### config.mk
export PLATFORM = sky130hd
export DESIGN_NAME = mltc_ctrl
export DESIGN_NICKNAME = d
export VERILOG_FILES = /design/src/design/mltc_pkg.sv /design/src/design/mltc_ctrl.sv
export SDC_FILE = /design/constraint.sdc
export NUM_CORES = 1
export LEC_CHECK = 0
export BUFFER_PORTS_ARGS = -buffer_cell sky130_fd_sc_hd__buf_2
export CAP_MARGIN = 20
export CORE_ASPECT_RATIO = 0.6
export CORE_UTILIZATION = 30
export DETAILED_ROUTE_END_ITERATION = 10
export PLACE_DENSITY_LB_ADDON = 0.3
export SLEW_MARGIN = 20
export SYNTH_ARGS = -nofsm -noshare
export SYNTH_HDL_FRONTEND = slang
export SYNTH_SLANG_ARGS = --single-unit
### constraint.sdc
create_clock -name clk -period 2.6 [get_ports clk]
set_input_delay 0.26 -clock clk [delete_from_list [all_inputs] [get_ports clk]]
set_output_delay 0.26 -clock clk [all_outputs]
set_load 0.005 [all_outputs]
### src/design/mltc_pkg.sv
// Shared types, constants and elaboration-time tables of the mixing-length
// turbulence column. No dependencies; every other design file imports this.

package mltc_pkg;

  // Default width of the running length and of the internal results.
  localparam int VALUE_WIDTH_DEF = 32;

  // Configuration port.
  localparam int CFG_INDEX_W = 8;
  localparam int CFG_DATA_W  = 17;

  localparam logic [CFG_INDEX_W-1:0] REG_ALPHA_MAX = 8'd0;
  localparam logic [CFG_INDEX_W-1:0] REG_EXPONENT  = 8'd1;
  localparam logic [CFG_INDEX_W-1:0] REG_KAPPA     = 8'd2;
  localparam logic [CFG_INDEX_W-1:0] REG_CMU       = 8'd3;

  localparam logic [16:0] ALPHA_MAX_RST = 17'd36045;
  localparam logic [15:0] EXPONENT_RST  = 16'd4096;
  localparam logic [15:0] KAPPA_RST     = 16'd14746;
  localparam logic [15:0] CMU_RST       = 16'd10769;

  // 1.0 in Q1.16 and the lower bound of the length used as a divisor.
  localparam logic [16:0] ONE_Q16  = 17'h10000;
  localparam int          LM_SMALL = 1678;

  // Datapath operations issued by the controller.
  typedef enum logic [5:0] {
    OP_NONE,
    OP_DIV_INIT_R,
    OP_DIV_STEP,
    OP_R_SET,
    OP_P_ONE,
    OP_P_ZERO,
    OP_PW_NORM,
    OP_SQ_MUL,
    OP_SQ_ACC,
    OP_LOG_MUL,
    OP_LOG_ACC,
    OP_EXP_MUL,
    OP_EXP_ACC,
    OP_P_SET,
    OP_LD_INC1,
    OP_LD_INC2,
    OP_LM_UPD,
    OP_LD_SQ,
    OP_LD_NUT,
    OP_NUT_SET,
    OP_DIV_INIT_Q,
    OP_LD_K,
    OP_K_SET,
    OP_SQRT_INIT,
    OP_SQRT_STEP,
    OP_LD_SC,
    OP_LD_EN,
    OP_DIV_INIT_E,
    OP_E_SET,
    OP_PP_MUL,
    OP_PP_ADD,
    OP_OUT
  } dp_op_t;

  typedef struct packed {
    logic       load;  // capture the input item
    dp_op_t     op;
    logic [3:0] idx;   // step index for table lookups and partial products
  } dp_cmd_t;

  typedef struct packed {
    logic pw_full;  // power is exactly 1.0
    logic pw_zero;  // power is exactly 0
  } dp_stat_t;

  typedef logic [15:0][31:0] chain_t;

  // Integer square root, used only while building constant tables.
  function automatic logic [63:0] isqrt_c(input logic [63:0] v);
    logic [63:0] xv;
    logic [63:0] rv;
    logic [63:0] bv;
    xv = v;
    rv = '0;
    bv = 64'h4000_0000_0000_0000;
    for (int i = 0; i < 32; i++) begin
      if (xv >= rv + bv) begin
        xv = xv - (rv + bv);
        rv = (rv >> 1) + bv;
      end else begin
        rv = rv >> 1;
      end
      bv = bv >> 2;
    end
    return rv;
  endfunction

  // Factors 2^-(2^-(i+1)) in Q0.32 for the fractional power.
  function automatic chain_t exp_chain();
    logic [63:0] c;
    chain_t      tbl;
    c = 64'd1 << 31;
    for (int i = 0; i < 16; i++) begin
      c = isqrt_c(c << 32);
      tbl[i] = c[31:0];
    end
    return tbl;
  endfunction

  localparam chain_t EXP_CHAIN = exp_chain();

endpackage

### src/design/mltc_ctrl.sv
// Sequencer of the mixing-length column: walks one cell through ratio,
// power, length update, products, divisions and square root. Depends on
// mltc_pkg; commands mltc_dp.

module mltc_ctrl import mltc_pkg::*; #(
  parameter int VALUE_WIDTH = VALUE_WIDTH_DEF
) (
  input  logic     clk,
  input  logic     rst,
  input  logic     in_valid,
  output logic     in_ready,
  output logic     out_valid,
  input  logic     out_ready,
  output dp_cmd_t  cmd,
  input  dp_stat_t stat
);

  localparam int DIVN_W = 2 * VALUE_WIDTH + 32;
  localparam int CNT_W  = $clog2(DIVN_W);

  typedef enum logic [4:0] {
    S_IDLE, S_RINIT, S_RDIV, S_RSET, S_PW, S_SQM, S_SQA, S_LOGM, S_LOGA,
    S_EXPM, S_EXPA, S_PSET, S_LD, S_PPM, S_PPA, S_LMUPD, S_NUTSET,
    S_QINIT, S_QDIV, S_KSET, S_SQRTI, S_SQRT, S_EINIT, S_EDIV, S_ESET,
    S_FINISH
  } state_t;

  // Which long product the partial-product loop is working on.
  typedef enum logic [2:0] {
    MP_INC1, MP_INC2, MP_SQ, MP_NUT, MP_K, MP_SC, MP_EN
  } mphase_t;

  state_t           state;
  mphase_t          mphase;
  logic [CNT_W-1:0] cnt;
  logic             out_free;

  assign in_ready = (state == S_IDLE);
  assign out_free = !out_valid || out_ready;

  // Command decode from the current state.
  always_comb begin
    cmd.load = 1'b0;
    cmd.op   = OP_NONE;
    cmd.idx  = cnt[3:0];
    unique case (state)
      S_IDLE:   cmd.load = in_valid;
      S_RINIT:  cmd.op = OP_DIV_INIT_R;
      S_RDIV, S_QDIV, S_EDIV: cmd.op = OP_DIV_STEP;
      S_RSET:   cmd.op = OP_R_SET;
      S_PW: begin
        priority if (stat.pw_full) cmd.op = OP_P_ONE;
        else if (stat.pw_zero)     cmd.op = OP_P_ZERO;
        else                       cmd.op = OP_PW_NORM;
      end
      S_SQM:    cmd.op = OP_SQ_MUL;
      S_SQA:    cmd.op = OP_SQ_ACC;
      S_LOGM:   cmd.op = OP_LOG_MUL;
      S_LOGA:   cmd.op = OP_LOG_ACC;
      S_EXPM:   cmd.op = OP_EXP_MUL;
      S_EXPA:   cmd.op = OP_EXP_ACC;
      S_PSET:   cmd.op = OP_P_SET;
      S_LD: begin
        unique case (mphase)
          MP_INC1: cmd.op = OP_LD_INC1;
          MP_INC2: cmd.op = OP_LD_INC2;
          MP_SQ:   cmd.op = OP_LD_SQ;
          MP_NUT:  cmd.op = OP_LD_NUT;
          MP_K:    cmd.op = OP_LD_K;
          MP_SC:   cmd.op = OP_LD_SC;
          MP_EN:   cmd.op = OP_LD_EN;
          default: cmd.op = OP_NONE;
        endcase
      end
      S_PPM:    cmd.op = OP_PP_MUL;
      S_PPA:    cmd.op = OP_PP_ADD;
      S_LMUPD:  cmd.op = OP_LM_UPD;
      S_NUTSET: cmd.op = OP_NUT_SET;
      S_QINIT:  cmd.op = OP_DIV_INIT_Q;
      S_KSET:   cmd.op = OP_K_SET;
      S_SQRTI:  cmd.op = OP_SQRT_INIT;
      S_SQRT:   cmd.op = OP_SQRT_STEP;
      S_EINIT:  cmd.op = OP_DIV_INIT_E;
      S_ESET:   cmd.op = OP_E_SET;
      S_FINISH: cmd.op = out_free ? OP_OUT : OP_NONE;
      default:  cmd.op = OP_NONE;
    endcase
  end

  // State, loop counter, product phase and the output valid flag.
  always_ff @(posedge clk) begin
    if (rst) begin
      state     <= S_IDLE;
      mphase    <= MP_INC1;
      cnt       <= '0;
      out_valid <= 1'b0;
    end else begin
      // Result valid is set when a result is loaded and cleared by its transfer.
      if (state == S_FINISH && out_free) begin
        out_valid <= 1'b1;
      end else if (out_ready) begin
        out_valid <= 1'b0;
      end
      unique case (state)
        S_IDLE: begin
          if (in_valid) state <= S_RINIT;
        end
        S_RINIT: begin
          cnt   <= CNT_W'(DIVN_W - 1);
          state <= S_RDIV;
        end
        S_RDIV: begin
          if (cnt == '0) state <= S_RSET;
          else cnt <= cnt - 1'b1;
        end
        S_RSET: state <= S_PW;
        S_PW: begin
          if (stat.pw_full || stat.pw_zero) begin
            mphase <= MP_INC1;
            state  <= S_LD;
          end else begin
            cnt   <= CNT_W'(15);
            state <= S_SQM;
          end
        end
        S_SQM: state <= S_SQA;
        S_SQA: begin
          if (cnt == '0) state <= S_LOGM;
          else begin
            cnt   <= cnt - 1'b1;
            state <= S_SQM;
          end
        end
        S_LOGM: state <= S_LOGA;
        S_LOGA: begin
          cnt   <= '0;
          state <= S_EXPM;
        end
        S_EXPM: state <= S_EXPA;
        S_EXPA: begin
          if (cnt == CNT_W'(15)) state <= S_PSET;
          else begin
            cnt   <= cnt + 1'b1;
            state <= S_EXPM;
          end
        end
        S_PSET: begin
          mphase <= MP_INC1;
          state  <= S_LD;
        end
        S_LD: begin
          cnt   <= '0;
          state <= S_PPM;
        end
        S_PPM: state <= S_PPA;
        S_PPA: begin
          if (cnt == CNT_W'(5)) begin
            unique case (mphase)
              MP_INC1: begin
                mphase <= MP_INC2;
                state  <= S_LD;
              end
              MP_INC2: state <= S_LMUPD;
              MP_SQ: begin
                mphase <= MP_NUT;
                state  <= S_LD;
              end
              MP_NUT: state <= S_NUTSET;
              MP_K:   state <= S_KSET;
              MP_SC: begin
                mphase <= MP_EN;
                state  <= S_LD;
              end
              MP_EN:   state <= S_EINIT;
              default: state <= S_IDLE;
            endcase
          end else begin
            cnt   <= cnt + 1'b1;
            state <= S_PPM;
          end
        end
        S_LMUPD: begin
          mphase <= MP_SQ;
          state  <= S_LD;
        end
        S_NUTSET: state <= S_QINIT;
        S_QINIT: begin
          cnt   <= CNT_W'(DIVN_W - 1);
          state <= S_QDIV;
        end
        S_QDIV: begin
          if (cnt == '0) begin
            mphase <= MP_K;
            state  <= S_LD;
          end else cnt <= cnt - 1'b1;
        end
        S_KSET: state <= S_SQRTI;
        S_SQRTI: begin
          cnt   <= CNT_W'(31);
          state <= S_SQRT;
        end
        S_SQRT: begin
          if (cnt == '0) begin
            mphase <= MP_SC;
            state  <= S_LD;
          end else cnt <= cnt - 1'b1;
        end
        S_EINIT: begin
          cnt   <= CNT_W'(DIVN_W - 1);
          state <= S_EDIV;
        end
        S_EDIV: begin
          if (cnt == '0) state <= S_ESET;
          else cnt <= cnt - 1'b1;
        end
        S_ESET: state <= S_FINISH;
        S_FINISH: begin
          if (out_free) state <= S_IDLE;
        end
        default: state <= S_IDLE;
      endcase
    end
  end

endmodule

==> impl_metrics.json, run 1 <==
{
  "status": "finished clean",
  "critPathBufInv": 1,
  "multi_input_area_um2": 1520,
  "r2r-end": "cnt[6]",
  "crit_path_end_kind": "register",
  "final_core_util": 0.337,
  "arrival_ns": 2.53,
  "max-vdd-ir-drop_mv": 0.515,
  "slew_headroom": 0.553,
  "path_clk_slew_ns": 0.06,
  "cts.path.max_buffers": 2,
  "ff2ff_setup_slack_ns": 0.24,
  "setup_viol": 0,
  "area_growth_pct": 8.33,
  "grt_usage": 0.189,
  "first_pass_iters": 5,
  "num_io_pins": 19,
  "post-place-ws_ns": 0.143,
  "antenna_cells": 0,
  "fin_nets": 312,
  "synth-seq-cells": 16,
  "period_share": 0.907,
  "cp-start-kind": "register",
  "synth_cell_type_count": 67,
  "clk_latency_ns": 0.26,
  "initial_core_util": 0.311,
  "ant_nets": 0,
  "fmaxAchievable_mhz": 424,
  "synthesis.area_um2": 2090,
  "port-buffer-count": 17,
  "synth_edf_count": 0,
  "fp.coreArea_um2": 6710,
  "total_power_mw": 2.44,
  "skew_ns": 0.00696,
  "regArea_um2": 322,
  "cts_tree": "yes",
  "cts_root_buf": "clkbuf_16",
  "die_width_um": 110,
  "cp_max_fo": 7,
  "grt_overflow": 0,
  "drc": 0,
  "ctsHtreeMaxLevel": 1,
  "antenna_found_initial": 0,
  "crit_required_ns": 2.77,
  "synth.largest_area_cell": "dfxtp_1",
  "drt-initial-drc-count": 172,
  "post_cts_buffers": 0,
  "seq_area_frac_synth": 0.153,
  "wl_per_cell_um": 16.8,
  "cp_slowest_cell": "fa_1",
  "cts.sinks": 16,
  "whs_path_depth": 2,
  "viasPerCell": 5.70,
  "core.rowCount": 23,
  "yosys_warnings": 0,
  "path_delay_family": "compound AO/OA/AOI/OAI gates",
  "ctsHoldBuffers": 0,
  "hold_path_end": "cnt[3]",
  "netlist_top_cells_area": "dfxtp_1 (15%), a21oi_1 (6.7%), nor2_1 (5.9%)",
  "path_class": "reg2reg",
  "routabilityCongestion": 0.891,
  "async_flop_share": 0,
  "synth_top_area_share": 0.153,
  "synth.most_common_cell": "nor2_1",
  "worstHoldPathType": "in2reg",
  "p_leak_nw": 0.890,
  "nFillCells": 727,
  "path_cells": "nor2b_2, a21boi_0, nor2_1, inv_1, fa_1, nand2b_1, a21oi_1, o22a_1, nor2b_1, mux2i_1, a311oi_1",
  "dpl.hpwl_um": 4700,
  "min-delay-start": "rst",
  "die_h_um": 66.6,
  "synthTopCellsByCount": "nor2_1 (33), a21oi_1 (28), nand2_1 (26)",
  "critPathMaxStageDelay_ns": 0.40,
  "stdcell_area_um2": 2260,
  "worstSetupStartpoint": "state[0]",
  "vias": 2196,
  "layout-drive-gt1-share": 0.188,
  "synth_nets": 307,
  "die_area_um2": 7310,
  "hold_viol": 0,
  "grt_pass1_vias": 1852,
  "routed_wl_um": 6460,
  "grt_max_degree": 35,
  "reg2reg_depth": 11,
  "fin_ws_ns": 0.242,
  "avgSynthCellArea_um2": 7.10,
  "period_minus_slack_ns": 2.36,
  "numCtsBuffers": 3,
  "report.final.slew_viol_count": 0,
  "maxCapViolCount": 0,
  "placed_cell_area_um2": 2170,
  "regToRegStartpoint": "state[0]",
  "syn_inst": 294,
  "worst_slew_pin_slew_ns": 0.670,
  "grt_pass1_wl_um": 10300,
  "synth_top_flop_cell": "dfxtp_1",
  "powerDensity_nw_per_um2": 1080
}
[power by group]
part / internal, mW / total (mW) / leakage, nW / switching (mW)
Combinational: 0.703 / 1.69 / 0.715 / 0.986
Clock: 0.235 / 0.348 / 0.0442 / 0.113
Sequential: 0.311 / 0.400 / 0.131 / 0.0886
[metal layers]
metal  vias to the layer above  wire length [µm]  share of wire  GRT usage
li1                       1077                 -              -          -
met1                      1025              3430           0.53      0.310
met2                        87              2340           0.36      0.232
met3                         7               636          0.099     0.0489
met4                         0                42         0.0065     0.0283
met5                         -                 0              0          0
[state kept, by name (all words and copies together), names as in the netlist]
register   flops
out_valid      1
state          5
mphase         3
cnt            7
[cell families after synthesis]
group | after synthesis | synth area share
compound gates | 98 | 0.315
mux | 6 | 0.0288
buf+inv | 38 | 0.119
simple gates | 121 | 0.307
other cells | 1 | 0.00180
xor+xnor | 7 | 0.0294
flops | 16 | 0.153
fa+ha+maj | 7 | 0.0455
[cell type report]
class | instances | share of cell area
multi-input cells | 240 | 0.673
clock buffers | 4 | 0.0393
well taps | 87 | 0.0481
inverters | 6 | 0.00996
repair buffers | 32 | 0.0874
flip-flops and latches | 16 | 0.142
[what timing repair did]
item                                    in CTS  in global routing
endpoints found under the hold margin        0                  0
endpoints found under the setup margin       0                  3
resized for setup                            0                  2
[worst max path at each step]
stage / endpoint / cells past startpoint
finish: cnt[6] / 11
floorplan: cnt[6] / 12
global route: cnt[6] / 11
global placement: cnt[6] / 11
CTS: cnt[6] / 11
detailed placement: cnt[6] / 11
[cell usage in the layout, fill, tap and decap left out, types with 6 or more instances in the layout]
master	count
ha_1	6
nor2b_1	6
o21ai_0	24
dfxtp_1	15
nand3_1	7
inv_1	6
nor3_1	6
nor2_1	33
buf_2	17
nand2_1	26
mux2i_1	6
a21oi_1	28
buf_4	15
[metrics by stage]
stage | hold WS [ns] | instances | TNS, ns
after global placement | 0.519 | 381 | 0
final | 0.391 | 385 | 0
after detailed placement | 0.529 | 381 | 0
after CTS | 0.395 | 385 | 0
after global routing | 0.419 | 385 | -0.000187
after floorplan | 0.492 | 294 | 0
Note: power is estimated with default switching activity, not from simulation.
==> inputs of run 2 (changes only) <==
--- a/config.mk
+++ b/config.mk
@@ -5,10 +5,10 @@
 export SDC_FILE = /design/constraint.sdc
 export NUM_CORES = 1
 export LEC_CHECK = 0
-export BUFFER_PORTS_ARGS = -buffer_cell sky130_fd_sc_hd__buf_2
+export BUFFER_PORTS_ARGS = -buffer_cell sky130_fd_sc_hd__clkbuf_2
 export CAP_MARGIN = 20
 export CORE_ASPECT_RATIO = 0.6
-export CORE_UTILIZATION = 30
+export CORE_UTILIZATION = 55
 export DETAILED_ROUTE_END_ITERATION = 10
 export PLACE_DENSITY_LB_ADDON = 0.3
 export SLEW_MARGIN = 20
==> run 2 against run 1 <==
Cell count down 10%; sequential cell count unchanged; non-clock buffer count up 2; power down 6.0%; sequential power up 6.2%; worst setup slack worse by 0.061 ns; critical path type is now reg2out.
==> impl_metrics.json, run 2 (same netlist as run 1, synthesis figures left out) <==
{
  "ctsHtreeMaxLevel": 1,
  "die_area_um2": 4060,
  "p_leak_nw": 0.886,
  "seq_power_share": 0.186,
  "dp.cells": 341,
  "cts.path.max_buffers": 2,
  "period_share": 0.930,
  "die_width_um": 81.6,
  "cts.sinks": 16,
  "ff2ff_setup_slack_ns": 0.19,
  "num_io_pins": 19,
  "r2r-end": "cnt[5]",
  "regToRegStartpoint": "state[3]",
  "grt_pass1_wl_um": 9860,
  "grt_usage": 0.320,
  "cp-start-kind": "register",
  "path_clk_slew_ns": 0.07,
  "placed_cell_area_um2": 2140,
  "swShare": 0.496,
  "skew_ns": 0.00148,
  "p_comb_frac": 0.714,
  "clk_latency_ns": 0.25,
  "cp_common_cell": "buf_4",
  "whs_path_depth": 2,
  "reg2reg_depth": 6,
  "min-delay-start": "rst",
  "ctsHoldBuffers": 0,
  "viasPerCell": 6.54,
  "largest_reg_flops": 7,
  "drt-initial-drc-count": 239,
  "grt_pass1_vias": 1969,
  "ant_nets": 0,
  "nFillCells": 309,
  "core.rowCount": 16,
  "worstHoldPathType": "in2reg",
  "die_h_um": 49.7,
  "status": "finished clean",
  "critPathMaxStageDelay_ns": 0.34,
  "fmaxAchievable_mhz": 413,
  "layout-drive-gt1-share": 0.200,
  "power.switching_mw": 1.13,
  "antenna_found_initial": 0,
  "fin_nets": 314,
  "cp_max_fo": 15,
  "slew_headroom": 0.412,
  "powerDensity_nw_per_um2": 1040,
  "stdcell_area_um2": 2210,
  "p_int_mw": 1.16,
  "crit_required_ns": 2.34,
  "grt_overflow": 0,
  "final_cells": 345,
  "report.final.slew_viol_count": 0,
  "hold_viol": 0,
  "max-vdd-ir-drop_mv": 0.672,
  "final_common_cell": "nor2_1",
  "dpl.hpwl_um": 4230,
  "initial_core_util": 0.606,
  "arrival_ns": 2.16,
  "routed_wl_um": 5810,
  "routabilityCongestion": 0.905,
  "hold_path_end": "state[0]",
  "setup_viol": 0,
  "worst_slew_pin_slew_ns": 0.880,
  "cts_root_buf": "clkbuf_8",
  "drc": 0,
  "period_minus_slack_ns": 2.42,
  "path_class": "reg2out",
  "cts_tree": "yes",
  "path_cells": "buf_4, buf_4, inv_1, nand2_1, o21ai_0, a22oi_1, o221ai_1, clkbuf_2",
  "fp.coreArea_um2": 3440,
  "first_pass_iters": 5,
  "path_delay_family": "buffers and inverters",
  "grt_max_degree": 38,
  "antenna_cells": 0,
  "area_growth_pct": 5.75,
  "numCtsBuffers": 3,
  "crit_path_end_kind": "output port",
  "reg_top3": "cnt: 7 flops, state: 5 flops, mphase: 3 flops",
  "post_cts_buffers": 0,
  "final_cell_mix": "nor2_1 (33), a21oi_1 (28), nand2_1 (26)",
  "maxCapViolCount": 0,
  "critical_path_cell_count": 8,
  "port-buffer-count": 17,
  "vias": 2256,
  "critPathBufInv": 4,
  "max_flop_register": "cnt",
  "wl_per_cell_um": 16.8,
  "cp_slowest_cell": "dfxtp_2",
  "power_frac_clock": 0.100
}
-- run 2: cell count changes in the layout (fill, tap and decap cells not counted), sizes merged --
cell,delta
clkbuf,+17
buf,-15
-- run 2: layout make-up --
| cell class | count | area [µm²] | share of cell area |
|---|---|---|---|
| tap | 45 | 56.3 | 0.0255 |
| multi-input combinational | 240 | 1520 | 0.690 |
| sequential | 16 | 327 | 0.148 |
| timing repair buffer | 34 | 225 | 0.102 |
| inverter | 6 | 22.5 | 0.0102 |
| clock buffer | 4 | 55.1 | 0.0249 |
-- run 2: power by group through the flow --
stage,sequential [mW],clock [mW],combinational (mW)
floorplan,0.365,0,1.27
CTS,0.416,0.231,1.60
global placement,0.417,0,1.55
detailed placement,0.420,0,1.59
finish,0.425,0.229,1.64
global route,0.438,0.239,1.81
-- run 2: worst max-delay path by stage --
stage	slack, ns	end	start
final	0.18	cmd[5]	state[4]
after global routing	-0.004	cnt[6]	state[1]
after CTS	0.13	cnt[6]	state[0]
after detailed placement	0.17	cnt[6]	state[0]
after global placement	0.27	cnt[6]	state[0]
after floorplan	0.11	cnt[6]	state[0]
-- run 2: timing repair --
| action | CTS | global route |
|---|---|---|
| endpoints found under the hold margin | 0 | 0 |
| setup endpoints to repair | 0 | 1 |
| resized for setup | 0 | 5 |
-- run 2: worst reg2reg max path: stages (launching register included) --
cell and delay [ns]:
dfxtp_1 0.64, nor2_1 0.19, a22oi_1 0.23, o211ai_1 0.14, a211oi_2 0.76, nor3b_1 0.10
a31o_2 0.24
-- run 2: per-layer routing --
layer  global-route usage  part of all wire  up-vias
met5                    0                 0        -
met1                0.492              0.47     1028
met2                0.454              0.40      130
met4               0.0417             0.010        0
met3               0.0704              0.12       10
li1                     -                 -     1088
-- run 2: per-stage QoR --
step           hold slack, ns  power (mW)  setup TNS (ns)  utilization  setup slack, ns
2_1_floorplan           0.492        1.63               0            -            0.115
3_3_place_gp            0.513        1.97               0        0.623            0.268
3_5_place_dp            0.531        2.01               0        0.623            0.172
4_1_cts                 0.447        2.25               0        0.639            0.133
5_1_grt                 0.475        2.49        -0.00394        0.641         -0.00394
6_report                0.450        2.29               0        0.641            0.181
==> inputs of run 3 (changes only) <==
==> constraint.sdc (replaced) <==
create_clock -name clk -period 2.6 [get_ports clk]
set_input_delay 0.39 -clock clk [delete_from_list [all_inputs] [get_ports clk]]
set_output_delay 0.39 -clock clk [all_outputs]
set_load 0.005 [all_outputs]
==> run 3 against run 2 <==
Power about the same; highest routed layer unchanged; die area stayed put; design area shrank 0.17%.
==> impl_metrics.json, run 3 (same netlist as run 1, synthesis figures left out) <==
{
  "status": "finished clean",
  "final_cell_mix": "nor2_1 (32), a21oi_1 (28), nand2_1 (26)",
  "whs_path_depth": 2,
  "antenna_found_initial": 0,
  "wl_met1_um": 2780,
  "cp-start-kind": "register",
  "hold_viol": 0,
  "r2r-end": "cnt[6]",
  "dpl.hpwl_um": 4100,
  "cts_resized": 0,
  "setup_viol": 0,
  "regToRegStartpoint": "state[2]",
  "critPathBufInv": 4,
  "routed_wl_um": 5580,
  "path_delay_family": "buffers and inverters",
  "wl_per_cell_um": 16.1,
  "ff2ff_setup_slack_ns": 0.20,
  "top_layer_used": "met4",
  "cts.path.max_buffers": 2,
  "path_cells": "buf_4, buf_4, inv_1, nor2_1, a22oi_1, o221ai_1, clkbuf_2",
  "crit_required_ns": 2.21,
  "report.final.slew_viol_count": 0,
  "reg_top3": "cnt: 7 flops, state: 5 flops, mphase: 3 flops",
  "area_growth_pct": 5.57,
  "hold_path_end": "cnt[6]",
  "arrival_ns": 2.07,
  "fin_nets": 315,
  "num_io_pins": 19,
  "cts.sinks": 16,
  "powerDensity_nw_per_um2": 1040,
  "p_leak_nw": 0.888,
  "period_share": 0.947,
  "path_clk_slew_ns": 0.07,
  "wl_met2_um": 2150,
  "cp_max_fo": 21,
  "reg2reg_depth": 11,
  "cp_common_cell": "buf_4",
  "ant_nets": 0,
  "port-buffer-count": 17,
  "die_width_um": 81.6,
  "grt_usage": 0.297,
  "skew_ns": 0.00325,
  "regArea_um2": 320,
  "grt_overflow": 0,
  "slew_headroom": 0.593,
  "final_common_cell": "nor2_1",
  "path_class": "reg2out",
  "post_cts_buffers": 0,
  "antenna_cells": 0,
  "grt_pass1_wl_um": 9200,
  "min-delay-start": "cnt[6]",
  "grt_max_degree": 34,
  "viasPerCell": 6.39,
  "critical_path_cell_count": 7,
  "maxCapViolCount": 0,
  "nFillCells": 322,
  "cts_tree": "yes",
  "dp.cells": 342,
  "worst_slew_pin_slew_ns": 0.605,
  "first_pass_iters": 5,
  "dr_wl_met3_um": 610,
  "final_cells": 346,
  "drc": 0,
  "max-vdd-ir-drop_mv": 0.679,
  "crit_path_end_kind": "output port",
  "numCtsBuffers": 3,
  "die_h_um": 49.7,
  "fp.coreArea_um2": 3440,
  "grt_pass1_vias": 1819,
  "max_flop_register": "cnt",
  "fmaxAchievable_mhz": 406,
  "rsz0062_at_grt": "no",
  "cp_slowest_cell": "dfxtp_1",
  "worstHoldPathType": "reg2reg",
  "core.rowCount": 16,
  "layout-drive-gt1-share": 0.193,
  "critPathMaxStageDelay_ns": 0.36,
  "drt-initial-drc-count": 287,
  "ctsHtreeMaxLevel": 1,
  "period_minus_slack_ns": 2.46,
  "routabilityCongestion": 0.936,
  "vias": 2211,
  "cts_root_buf": "clkbuf_8",
  "tns_ns": 0,
  "largest_reg_flops": 7,
  "die_area_um2": 4060,
  "initial_core_util": 0.606,
  "multi_input_area_um2": 1530,
  "clk_latency_ns": 0.26,
  "ctsHoldBuffers": 0
}
==> run 3: worst max path at each step <==
stage                  start     end  slack [ns]
floorplan           state[0]  cnt[6]        0.11
global placement    state[1]  cnt[6]        0.27
detailed placement  state[2]  cnt[6]        0.20
CTS                 state[1]  cnt[6]        0.18
global route        state[1]  cnt[6]      0.0007
finish              state[0]  cmd[5]        0.14
==> run 3: per-stage QoR <==
| step | util | hold slack [ns] | total power, mW | instance area, µm² | setup WS [ns] |
|---|---|---|---|---|---|
| 3_5_place_dp | 0.621 | 0.527 | 2.00 | 2140 | 0.203 |
| 6_report | 0.640 | 0.532 | 2.29 | 2200 | 0.138 |
| 5_1_grt | 0.640 | 0.583 | 2.49 | 2200 | 0.000734 |
| 3_3_place_gp | 0.621 | 0.508 | 1.98 | 2140 | 0.272 |
| 2_1_floorplan | - | 0.492 | 1.63 | 2090 | 0.115 |
| 4_1_cts | 0.637 | 0.538 | 2.23 | 2190 | 0.179 |
==> run 3: power breakdown <==
group / switching (mW) / internal (mW) / total [mW]
sequential: 0.0868 / 0.309 / 0.396
clock: 0.0950 / 0.135 / 0.230
combinational: 0.950 / 0.714 / 1.66
==> run 3: worst min-delay path: stages, from the launching register on <==
cell,delay (ns)
dfxtp_1,0.33
nor2_1,0.10
a311oi_1,0.05
==> run 3: cell type report <==
type | instances | share of cell area
clock buffers | 4 | 0.0250
inverters | 6 | 0.0102
multi-input cells | 240 | 0.694
flip-flops and latches | 16 | 0.145
well taps | 45 | 0.0255
repair buffers | 35 | 0.0999
==> run 3: per-layer routing <==
| layer | vias to the layer above | track usage |
|---|---|---|
| li1 | 1083 | - |
| met1 | 995 | 0.484 |
| met2 | 124 | 0.386 |
| met3 | 9 | 0.0685 |
| met4 | 0 | 0.0357 |
| met5 | - | 0 |
